### src/design/mic_pkg.sv
// Shared types, constants and helper functions of the multiprocessor interrupt controller.
package mic_pkg;

    // Number of CPUs present (1 to 8); storage always holds 8 CPU slots.
    localparam int NCPU  = 4;
    localparam int NSLOT = 8;

    // Command codes
    localparam logic [1:0] CMD_READ  = 2'd0;
    localparam logic [1:0] CMD_WRITE = 2'd1;
    localparam logic [1:0] CMD_RAISE = 2'd2;
    localparam logic [1:0] CMD_ACK   = 2'd3;

    // Register byte offsets
    localparam logic [7:0] OFF_LEVEL   = 8'h00;
    localparam logic [7:0] OFF_PENDING = 8'h04;
    localparam logic [7:0] OFF_FORCE   = 8'h08;
    localparam logic [7:0] OFF_CLEAR   = 8'h0C;
    localparam logic [7:0] OFF_POWER   = 8'h10;
    localparam logic [7:0] OFF_BCAST   = 8'h14;
    localparam logic [7:0] OFF_ERROR   = 8'h18;
    localparam logic [7:0] OFF_MASK_LO  = 8'h40;
    localparam logic [7:0] OFF_MASK_HI  = 8'h5F;
    localparam logic [7:0] OFF_CFORCE_LO = 8'h80;
    localparam logic [7:0] OFF_CFORCE_HI = 8'h9F;

    localparam logic [31:0] LINE_BITS = 32'h0000_FFFE;
    localparam logic [31:0] LOW_HALF  = 32'h0000_FFFF;
    localparam logic [3:0]  BARRIER_RESET = 4'd8;

    // Power status after reset: CPU count - 1, broadcast-capable bit, all but CPU 0 asleep
    localparam logic [31:0] POWER_RESET = (NCPU > 1) ?
        ((32'((NCPU - 1) & 15) << 28) | (32'd1 << 27) | LINE_BITS) : 32'd0;

    // Bits of present CPUs in the wake mask and in the packed levels word
    localparam logic [7:0]  CPU_PRESENT = 8'((16'd1 << NCPU) - 16'd1);
    localparam logic [31:0] LVL_PRESENT = 32'((64'd1 << (4 * NCPU)) - 64'd1);

    // One input beat: cmd in the lowest bits
    typedef struct packed {
        logic [2:0]  cpu;
        logic [3:0]  irl;
        logic [31:0] wdata;
        logic [7:0]  offset;
        logic [1:0]  cmd;
    } t_item;

    // One result beat: rdata in the lowest bits
    typedef struct packed {
        logic        bad_offset;
        logic [7:0]  active_cpus;
        logic [31:0] cpu_levels;
        logic [7:0]  wake_mask;
        logic [31:0] rdata;
    } t_result;

    // cmd travels on tuser, the remaining input fields on tdata
    localparam int IN_W   = $bits(t_item);
    localparam int CMD_W  = 2;
    localparam int IN_DW  = IN_W - CMD_W;
    localparam int IN_TW  = ((IN_DW + 7) / 8) * 8;
    localparam int OUT_W  = $bits(t_result);
    localparam int OUT_TW = ((OUT_W + 7) / 8) * 8;

    // Highest set line among 1..15, 0 when none
    function automatic logic [3:0] top_line(input logic [15:0] w);
        logic [3:0] top;
        top = 4'd0;
        for (int i = 1; i < 16; i++) begin
            if (w[i]) begin
                top = 4'(i);
            end
        end
        return top;
    endfunction

endpackage

### src/design/mic_in_stage.sv
// Input register of the interrupt controller: holds one accepted beat until processed.
module mic_in_stage (
    input  logic            i_clk,
    input  logic            i_rst_n,
    input  logic            i_valid,
    input  mic_pkg::t_item  i_item,
    output logic            o_ready,
    input  logic            i_take,
    output logic            o_valid,
    output mic_pkg::t_item  o_item
);

    logic           r_vld;
    mic_pkg::t_item r_item;

    // Free when empty or when the held beat leaves this cycle
    assign o_ready = !r_vld || i_take;
    assign o_valid = r_vld;
    assign o_item  = r_item;

    // Hold valid flag
    always_ff @(posedge i_clk) begin
        if (!i_rst_n) begin
            r_vld <= 1'b0;
        end else if (o_ready) begin
            r_vld <= i_valid;
        end
    end

    // Capture payload
    always_ff @(posedge i_clk) begin
        if (o_ready && i_valid) begin
            r_item <= i_item;
        end
    end

endmodule

### src/design/mic_core.sv
// Register file, next-state logic and result computation of the interrupt controller.
module mic_core (
    input  logic             i_clk,
    input  logic             i_rst_n,
    input  logic             i_cfg_we,
    input  logic [3:0]       i_cfg_data,
    input  logic             i_go,
    input  mic_pkg::t_item   i_item,
    output mic_pkg::t_result o_res
);

    logic [3:0]  r_barrier;
    logic [31:0] r_pending, n_pending;
    logic [31:0] r_gforce,  n_gforce;
    logic [31:0] r_level,   n_level;
    logic [31:0] r_clear,   n_clear;
    logic [31:0] r_bcast,   n_bcast;
    logic [31:0] r_error,   n_error;
    logic [31:0] r_power,   n_power;
    logic [31:0] r_mask  [mic_pkg::NSLOT];
    logic [31:0] n_mask  [mic_pkg::NSLOT];
    logic [31:0] r_force [mic_pkg::NSLOT];
    logic [31:0] n_force [mic_pkg::NSLOT];
    logic [7:0]  r_count, n_count;

    // Next state and result for the item in the input register
    always_comb begin
        logic [3:0]  bl;
        logic [2:0]  n;
        logic [3:0]  inc;
        logic [8:0]  sum;
        logic [31:0] v;
        logic [31:0] bit_w;
        logic [7:0]  off;
        logic [3:0]  lvl;

        n_pending = r_pending;
        n_gforce  = r_gforce;
        n_level   = r_level;
        n_clear   = r_clear;
        n_bcast   = r_bcast;
        n_error   = r_error;
        n_power   = r_power;
        n_mask    = r_mask;
        n_force   = r_force;
        inc       = 4'd0;
        bl        = r_barrier;
        v         = i_item.wdata;
        off       = i_item.offset;
        n         = off[4:2];
        bit_w     = 32'd1 << i_item.irl;
        o_res     = '0;

        case (i_item.cmd)
            mic_pkg::CMD_READ: begin
                if (off inside {[mic_pkg::OFF_MASK_LO:mic_pkg::OFF_MASK_HI]}) begin
                    o_res.rdata = r_mask[n];
                end else begin
                    case (off)
                        mic_pkg::OFF_LEVEL:   o_res.rdata = r_level;
                        mic_pkg::OFF_PENDING: o_res.rdata = r_pending;
                        mic_pkg::OFF_FORCE:   o_res.rdata = r_gforce;
                        mic_pkg::OFF_CLEAR:   o_res.rdata = r_clear;
                        mic_pkg::OFF_POWER:   o_res.rdata = r_power;
                        mic_pkg::OFF_BCAST:   o_res.rdata = r_bcast;
                        mic_pkg::OFF_ERROR:   o_res.rdata = r_error;
                        default:              o_res.rdata = 32'd0;
                    endcase
                end
            end
            mic_pkg::CMD_WRITE: begin
                if (off inside {[mic_pkg::OFF_MASK_LO:mic_pkg::OFF_MASK_HI]}) begin
                    // Count a powered-up CPU that newly unmasks the barrier line
                    if (!r_mask[n][bl] && v[bl] && !r_power[n]) begin
                        inc = 4'd1;
                    end
                    n_mask[n] = v;
                end else if (off inside
                             {[mic_pkg::OFF_CFORCE_LO:mic_pkg::OFF_CFORCE_HI]}) begin
                    n_force[n] = r_force[n] | v;
                    if (((v & r_mask[n]) != 32'd0) && (32'(n) < 32'(mic_pkg::NCPU))) begin
                        o_res.wake_mask[n] = 1'b1;
                    end
                end else begin
                    case (off)
                        mic_pkg::OFF_LEVEL:   n_level   = v;
                        mic_pkg::OFF_PENDING: n_pending = v;
                        mic_pkg::OFF_FORCE:   n_gforce  = r_gforce | v;
                        mic_pkg::OFF_CLEAR: begin
                            n_clear   = v;
                            n_pending = r_pending & ~(v & mic_pkg::LINE_BITS);
                        end
                        mic_pkg::OFF_POWER: begin
                            // Wake sleeping CPUs written with a one
                            for (int i = 0; i < mic_pkg::NCPU; i++) begin
                                if (v[i] && r_power[i]) begin
                                    n_power[i]         = 1'b0;
                                    o_res.wake_mask[i] = 1'b1;
                                    if (r_mask[i][bl]) begin
                                        inc = inc + 4'd1;
                                    end
                                end
                            end
                        end
                        mic_pkg::OFF_BCAST:   n_bcast   = v & mic_pkg::LINE_BITS;
                        mic_pkg::OFF_ERROR:   n_error   = v;
                        default:              o_res.bad_offset = 1'b1;
                    endcase
                end
            end
            mic_pkg::CMD_RAISE: begin
                if ((r_bcast & bit_w) != 32'd0) begin
                    if (mic_pkg::NCPU > 1) begin
                        for (int i = 0; i < mic_pkg::NCPU; i++) begin
                            if ((r_mask[i] & bit_w) != 32'd0) begin
                                n_force[i] = r_force[i] | bit_w;
                            end
                        end
                    end else if ((r_mask[0] & bit_w) != 32'd0) begin
                        n_force[0] = r_force[0] | bit_w;
                        n_gforce   = r_gforce | bit_w;
                    end
                end else begin
                    n_pending = r_pending | bit_w;
                end
                // Wake every present CPU with the line unmasked
                for (int i = 0; i < mic_pkg::NCPU; i++) begin
                    if ((r_mask[i] & bit_w) != 32'd0) begin
                        o_res.wake_mask[i] = 1'b1;
                    end
                end
            end
            mic_pkg::CMD_ACK: begin
                if ((r_force[i_item.cpu] & bit_w) != 32'd0) begin
                    n_force[i_item.cpu] = r_force[i_item.cpu] & ~bit_w;
                end else begin
                    n_pending = r_pending & ~bit_w;
                end
            end
            default: begin
                o_res.rdata = 32'd0;
            end
        endcase

        // Saturate the barrier count
        sum = {1'b0, r_count} + 9'(inc);
        n_count = sum[8] ? 8'hFF : sum[7:0];
        o_res.active_cpus = n_count;

        // Per-CPU level: forced lines first, then pending
        for (int c = 0; c < mic_pkg::NCPU; c++) begin
            lvl = mic_pkg::top_line(n_force[c][15:0] & n_mask[c][15:0]);
            if (lvl == 4'd0) begin
                lvl = mic_pkg::top_line(n_pending[15:0] & n_mask[c][15:0]);
            end
            o_res.cpu_levels[4*c +: 4] = lvl;
        end
    end

    // Advance state on each processed item; take configuration writes
    always_ff @(posedge i_clk) begin
        if (!i_rst_n) begin
            r_barrier <= mic_pkg::BARRIER_RESET;
            r_pending <= '0;
            r_gforce  <= '0;
            r_level   <= '0;
            r_clear   <= '0;
            r_bcast   <= '0;
            r_error   <= '0;
            r_power   <= mic_pkg::POWER_RESET;
            r_count   <= '0;
            for (int i = 0; i < mic_pkg::NSLOT; i++) begin
                r_mask[i]  <= '0;
                r_force[i] <= '0;
            end
        end else begin
            if (i_cfg_we) begin
                r_barrier <= i_cfg_data;
            end
            if (i_go) begin
                r_pending <= n_pending;
                r_gforce  <= n_gforce;
                r_level   <= n_level;
                r_clear   <= n_clear;
                r_bcast   <= n_bcast;
                r_error   <= n_error;
                r_power   <= n_power;
                r_count   <= n_count;
                r_mask    <= n_mask;
                r_force   <= n_force;
            end
        end
    end

    // Only present CPUs are ever woken
    assert property (@(posedge i_clk) disable iff (!i_rst_n)
        i_go |-> (o_res.wake_mask & ~mic_pkg::CPU_PRESENT) == 8'd0)
        else $error("wake of absent CPU");

    // Absent CPUs never show a level
    assert property (@(posedge i_clk) disable iff (!i_rst_n)
        i_go |-> (o_res.cpu_levels & ~mic_pkg::LVL_PRESENT) == 32'd0)
        else $error("level shown for absent CPU");

    // Bad offset flag only on writes
    assert property (@(posedge i_clk) disable iff (!i_rst_n)
        (i_go && i_item.cmd != mic_pkg::CMD_WRITE) |-> !o_res.bad_offset)
        else $error("bad offset outside write");

    // Read data is zero for anything but reads
    assert property (@(posedge i_clk) disable iff (!i_rst_n)
        (i_go && i_item.cmd != mic_pkg::CMD_READ) |-> o_res.rdata == 32'd0)
        else $error("read data on non-read");

    // Barrier count never goes down
    assert property (@(posedge i_clk) disable iff (!i_rst_n)
        $past(i_rst_n) |-> r_count >= $past(r_count))
        else $error("barrier count decreased");

endmodule

### src/design/mic_out_stage.sv
// Result register of the interrupt controller: holds a result beat until taken.
module mic_out_stage (
    input  logic                          i_clk,
    input  logic                          i_rst_n,
    input  logic                          i_load,
    input  mic_pkg::t_result              i_res,
    output logic                          o_can_load,
    output logic                          o_tvalid,
    input  logic                          i_tready,
    output logic [mic_pkg::OUT_TW-1:0]    o_tdata
);

    logic             r_vld;
    mic_pkg::t_result r_res;

    // Room when empty or when the held beat is taken this cycle
    assign o_can_load = !r_vld || i_tready;
    assign o_tvalid   = r_vld;
    assign o_tdata    = mic_pkg::OUT_TW'(r_res);

    // Hold valid flag
    always_ff @(posedge i_clk) begin
        if (!i_rst_n) begin
            r_vld <= 1'b0;
        end else if (o_can_load) begin
            r_vld <= i_load;
        end
    end

    // Capture result
    always_ff @(posedge i_clk) begin
        if (i_load) begin
            r_res <= i_res;
        end
    end

endmodule

### src/design/multiprocessor_interrupt_controller.sv
// Top level of the multiprocessor interrupt controller.
// Takes one command beat per cycle unless stalled (register read, register write, raise
// line, or per-CPU acknowledge) and returns one result beat per command, in order. An
// accepted beat is captured in the input register; its result is then loaded into the
// result register, which presents it on the output. Throughput is one item per clock
// unless stalled: the input register feeds a single pass of decode, register update and
// per-CPU priority encoding into the result register, and the register file updates in
// the same cycle, so each item sees the effects of the one before it. The input stalls
// only while both the input and the result register hold beats and the output is not
// ready. The barrier line must be written on its own channel only while the block is
// idle; the block itself does not enforce this. There is no clearing pass after reset.
module multiprocessor_interrupt_controller (
    input  logic                       i_clk,
    input  logic                       i_rst_n,
    // barrier_line
    input  logic                       i_cfg_valid,
    output logic                       o_cfg_ready,
    input  logic [3:0]                 i_cfg_data,
    // tdata from bit 0: offset[8], wdata[32], irl[4], cpu[3], zero fill
    // tuser from bit 0: cmd[2]
    input  logic                       s_axis_tvalid,
    output logic                       s_axis_tready,
    input  logic [mic_pkg::IN_TW-1:0]  s_axis_tdata,
    input  logic [mic_pkg::CMD_W-1:0]  s_axis_tuser,
    // tdata from bit 0: rdata[32], wake_mask[8], cpu_levels[32], active_cpus[8],
    // bad_offset[1], zero fill
    output logic                       m_axis_tvalid,
    input  logic                       m_axis_tready,
    output logic [mic_pkg::OUT_TW-1:0] m_axis_tdata
);

    mic_pkg::t_item   s_item;
    mic_pkg::t_item   in_item;
    mic_pkg::t_result res;
    logic             in_vld;
    logic             can_load;
    logic             go;

    assign s_item      = {s_axis_tdata[mic_pkg::IN_DW-1:0], s_axis_tuser};
    assign o_cfg_ready = 1'b1;
    assign go          = in_vld && can_load;

    mic_in_stage u_in (
        .i_clk   (i_clk),
        .i_rst_n (i_rst_n),
        .i_valid (s_axis_tvalid),
        .i_item  (s_item),
        .o_ready (s_axis_tready),
        .i_take  (go),
        .o_valid (in_vld),
        .o_item  (in_item)
    );

    mic_core u_core (
        .i_clk      (i_clk),
        .i_rst_n    (i_rst_n),
        .i_cfg_we   (i_cfg_valid),
        .i_cfg_data (i_cfg_data),
        .i_go       (go),
        .i_item     (in_item),
        .o_res      (res)
    );

    mic_out_stage u_out (
        .i_clk      (i_clk),
        .i_rst_n    (i_rst_n),
        .i_load     (go),
        .i_res      (res),
        .o_can_load (can_load),
        .o_tvalid   (m_axis_tvalid),
        .i_tready   (m_axis_tready),
        .o_tdata    (m_axis_tdata)
    );

endmodule
### config.mk
export PLATFORM = sky130hd
export DESIGN_NAME = multiprocessor_interrupt_controller
export DESIGN_NICKNAME = d
export VERILOG_FILES = /design/src/design/mic_pkg.sv /design/src/design/mic_in_stage.sv /design/src/design/mic_core.sv /design/src/design/mic_out_stage.sv /design/src/design/multiprocessor_interrupt_controller.sv
export SDC_FILE = /design/constraint.sdc
export NUM_CORES = 2
export LEC_CHECK = 0
export ABC_CLOCK_PERIOD_IN_PS = 6300
export BUFFER_PORTS_ARGS = -buffer_cell sky130_fd_sc_hd__buf_2
export CORE_MARGIN = 4
export CORE_UTILIZATION = 50
export CTS_BUF_LIST = sky130_fd_sc_hd__clkbuf_2
export DETAILED_ROUTE_END_ITERATION = 7
export PLACE_DENSITY = 0.67
export SLEW_MARGIN = 25
export SYNTH_ARGS = -nofsm -noshare
export SYNTH_HDL_FRONTEND = slang
export SYNTH_SLANG_ARGS = --single-unit
### constraint.sdc
create_clock -name i_clk -period 6.3 [get_ports i_clk]
set_input_delay 0.945 -clock i_clk [delete_from_list [all_inputs] [get_ports i_clk]]
set_output_delay 0.945 -clock i_clk [all_outputs]
set_load 0.005 [all_outputs]
Word-level counts from Yosys, hierarchy flattened
Cells that the tools add are included.
- add/subtract/negate cells: 4
- $lt $le $gt $ge: 13
- eq/ne operators: 21
- shift operators: 1
- mux-type cells: 211
- bitwise operators: 33
- reductions and logical operators: 52
- operators with widths (kind ; number):
    $bwmux 256 ; 3
    $mux 256 ; 3
    $mux 32 ; 17
    $mux 240 ; 2
    $pmux 128 s3 ; 1
    $mux 4 ; 93
    $and 32x32->32 ; 9
    $bmux 32 s3 ; 3
    $pmux 128 s2 ; 1
    $or 32x32->32 ; 7
    $pmux 32 s7 ; 1
    $reduce_bool 32->1 ; 7
    $demux 32 s3 ; 2
    $and 16x16->16 ; 8
    $mux 128 ; 1
    $mux 3 ; 32
    $pmux 32 s3 ; 1
    $pmux 32 s2 ; 1
    $reduce_and 7->1 ; 5
    $and 16x32->32 ; 1
    $mux 2 ; 16
    $not 16->32 ; 1
    $not 32->32 ; 1
    $shl 1x4->32 const A ; 1
    43 further kinds ; 118
- flip-flop bits (word level): 818
- output and inout port bits: 91
- word-level logic and storage cells: 384

Longest topological paths before layout
- depth in word-level cells: 28
- mapped depth: 25
- gate-level depth less buffers: 18

By module
A second synthesis with hierarchy kept.
- cell total of the unflattened synthesis: 4741
- area total of the unflattened synthesis: 41001.8 um^2
- modules (own cells, without submodules) (module ; times used ; cells an instance ; area an instance (um^2)):
    mic_core ; 1 ; 4591 ; 36917.9
    mic_out_stage ; 1 ; 93 ; 2537.4
    mic_in_stage ; 1 ; 54 ; 1529.0
    multiprocessor_interrupt_controller ; 1 ; 3 ; 17.5

Worst setup path before layout
OpenSTA, ideal clock, no wires.
- path kind: register -> register
- start point: reg u_in.r_item (netlist bit u_in.o_item[4])
- end point: reg u_core.r_count[4]
- setup time: 0.080 ns
- arrival: 5.113 ns
- required time: 6.220 ns
- slack: 1.107 ns
- stages on the path, launching flop included: 25
- cells stage by stage: edfxtp_1 buf_2 buf_2 buf_2 buf_2 buf_2 buf_2 buf_2 mux4_2 mux2_2 o221ai_1 o21ai_0 o211ai_1 o211ai_1 o21ai_0 ha_1 inv_1 fa_1 nor2b_1 o21ai_0 nor2_1 nand2_1 nand2_1 nor2_1 nor3b_1
- RTL lines (element ; line ; text):
    start, declared ; mic_in_stage.sv:14 ; mic_pkg::t_item r_item;
    start signal, assigned ; mic_in_stage.sv:33 ; r_item <= i_item;
    end signal, assigned ; mic_core.sv:188 ; r_count <= n_count;
    end, declared ; mic_core.sv:24 ; logic [7:0] r_count, n_count;

==> metrics.txt <==
post-route design area=0.0450 mm^2; Hold Slack=0.183 ns; post-DP HPWL=126000 um; Boundary Pins=150; Hold WC Path Type=in -> reg; Layout fillers=7507; die height=293 um; flop and latch count out of synthesis=690; CTS tree=built; Max Root-Sink Buffers=3; vias in the first global route=38900; Slowest cell on crit path=edfxtp_1; share of the synthesized area in the top cell type=28.4%; Slew headroom=11.6%; critical path peak fanout=42; largest area contributor in the netlist=dfxtp_1; Most used DFF post-synth=dfxtp_1; First-pass DRT Iterations=8; Die X=between 200 and 300 um; Post-route DRC=27; Distinct cells, synth=103; via/cell ratio=6.75; Worst-Skew Late Latency=1.50 ns; cells after synthesis=4782; Port Buffers=around 120; Finished Layout Cells=6143; DR iter-0 viols=6111; global-route wire length before repair=roughly 270000 um; Max Cap Viol=0; final setup skew=0.144 ns; leakage=0.0166 uW; TritonCTS Sinks=roughly 700; die area=0.0858 mm^2; number of synthesized flops with an enable pin=114; antenna viol nets, final=0; crit-path cells=buf_12 -> mux4_2 -> mux2_2 -> nand2b_1 -> o2111ai_1 -> or4_2 -> buf_12 -> buf_4 -> nor2_1 -> o221a_2 -> nor2_1 -> a211oi_1 -> a211oi_2 -> o31ai_1; Final setup viols=0; initial antenna violation count=15; Slowest Stage Delay on Critical Path=approximately 0.85 ns; FFs w/ async S/R, synth=0%; max layer used=met5; Final period util=93.3%; Setup Crit Path Kind=reg -> reg; crit path buf inv count=3; Slew @ Worst Pin=1.33 ns; met2 wire len=about 78000 um; CTS resizes=0; final worst setup slack=around 0.42 ns; min Tclk post-route=between 5 and 6 ns; failing checks=DRC; row cnt=between 100 and 150; synthesis warning total=0; RSZ-0062 raised after global routing=no; DRT met1 WL=around 66000 um; placed cell count=between 5000 and 6000; P&R area growth vs syn=10.9%; final WL=185000 um; synth top area cells=dfxtp_1, nand2_1, edfxtp_1; clk slew on worst S/H paths=0.12 ns; CTS root buf=clkbuf_2; Fin Setup TNS=0 ns; dpl cell area=around 0.043 mm^2; Worst VDD drop=0.205 mV; synthesized area=0.0406 mm^2; fmax=~170 MHz; pwr dens=204 mW/mm^2; setup bufs post-CTS=0; worst slack at placement=0.686 ns; Nets=5006; Core Box Area=between 0.08 and 0.09 mm^2; crit path DAT=7.12 ns; Starting Density=50.5%; launching element type of the critical path=flip-flop; critical path data required time=roughly 7.5 ns; status=finished with violations; sequential fraction of the synthesis area=36.9%; Mean Syn Cell Area=8.48 um^2; RePlAce Congestion=between 1 and 1.5; delay-heaviest family, CP=simple AND/OR/NAND/NOR gates; # H-tree levels=4; total CTS buffers=180; vias=41500; fin. max-slew vios=0; wire per inst=approximately 30 um; share of layout cells above drive strength 1=17.9%; grt total ovfl=0; metal3 WL=22000 um; largest net degree at the start of global routing=around 180; Total Routing Usage GR=41.8%; Setup crit end kind=flip-flop; final hold violation count=0
-- worst paths after layout --
check | startpoint | endpoint | slack (ns) | cells after the start
setup / recovery | u_in.o_item[46]$_DFFE_PP_ | u_out.o_tdata[50]$_DFFE_PP_ | 0.42 | 14
hold reg to reg | u_core.r_mask[179]$_SDFFE_PN0P_ | u_core.r_mask[179]$_SDFFE_PN0P_ | 0.46 | 2
hold / removal | s_axis_tdata[7] | u_in.o_item[9]$_DFFE_PP_ | 0.18 | 2
setup reg to reg | u_in.o_item[46]$_DFFE_PP_ | u_out.o_tdata[50]$_DFFE_PP_ | 0.42 | 14
-- sequential cells by signal, indices dropped and copies added, names as in the netlist --
name / cells
u_core.r_mask: 256
u_core.r_force: 128
u_out.o_tdata: 65
u_in.o_item: 49
u_core.r_clear: 32
u_core.r_error: 32
u_core.r_gforce: 32
u_core.r_level: 32
u_core.r_pending: 32
u_core.r_bcast: 15
u_core.r_count: 8
u_core.r_barrier: 4
u_core.r_power: 3
u_in.o_valid: 1
u_out.o_tvalid: 1
-- final cells by class --
cell class	instances	area [um^2]	share of cell area, %
multi-input cells	3561	23600	52.5
flip-flops and latches	690	15000	33.2
repair buffers	404	3040	6.76
clock buffers	269	1350	2.99
well taps	1060	1330	2.95
inverters	99	377	0.837
clock inverters	42	282	0.625
diodes	18	45.0	0.100
-- worst reg2reg max path: cells and delay by family, from the launching register on --
| kind | cells | cell delay [ns] |
|---|---|---|
| DFF | 1 | 0.85 |
| muxes | 2 | 0.88 |
| and+or+nand+nor | 4 | 1.55 |
| buffers and inverters | 3 | 0.88 |
| AOI/OAI and AO/OA | 5 | 1.53 |
-- placed cells by master, fill, tap and decap left out, types with 29 or more instances in the layout --
cell type	instances
nand2_1	1033
dfxtp_1	575
a21boi_0	382
a21oi_1	307
clkbuf_2	269
buf_4	206
nor2_1	158
o21ai_0	154
mux4_2	123
buf_2	123
edfxtp_1	114
mux2i_1	113
a22oi_1	107
o211a_1	106
nor2b_1	100
nand3_1	99
inv_1	96
dlygate4sd3_1	61
o221ai_1	58
nor3_1	45
nand2b_1	42
a31oi_1	41
mux2_2	38
o21a_1	36
and2_1	36
a211oi_1	35
o211ai_1	34
a222oi_1	29
-- cells by family after synthesis --
group | Yosys count | share of synthesized area [%]
AO/OA/AOI/OAI | 1551 | 27.6
multiplexers | 280 | 10.8
buffers and inverters | 557 | 5.65
adder cells (fa/ha/maj) | 11 | 0.358
AND/OR/NAND/NOR | 1686 | 18.6
XOR/XNOR | 5 | 0.108
flip-flops | 690 | 36.9
other | 2 | 0.0185
-- routing by layer --
metal	vias up	track usage [%]
met5	-	0
met4	4	33.7
met3	917	13.2
met2	3047	61.7
met1	19700	50.1
li1	17800	-
-- what timing repair did --
action                     in CTS  in global routing
hold endpoints to repair      141                  0
hold buffers                   61                  0
setup endpoints to repair       0                  0
-- synthesized netlist by cell type, types with 96 or more instances --
master,n
mux2i_1,116
a22oi_1,107
nand2_1,1033
dfxtp_1,576
o211a_1,106
a21oi_1,307
mux4_2,123
clkbuf_1,357
o21ai_0,155
inv_1,96
nor2b_1,102
a21boi_0,382
nor2_1,177
edfxtp_1,114
nand3_1,99
-- where the power goes --
part | leakage, uW | switching [uW] | internal (uW)
clock network | 0.00126 | 2030 | 1240
logic | 0.00965 | 809 | 390
registers | 0.00574 | 149 | 4550
-- per-stage QoR --
stage,total power [uW],utilization [%]
6_report,9170,56.0
3_5_place_dp,5890,53.1
5_1_grt,9480,55.9
2_1_floorplan,5400,-
3_3_place_gp,5880,53.1
4_1_cts,9140,55.8
Power figures use the tool's default switching activity.
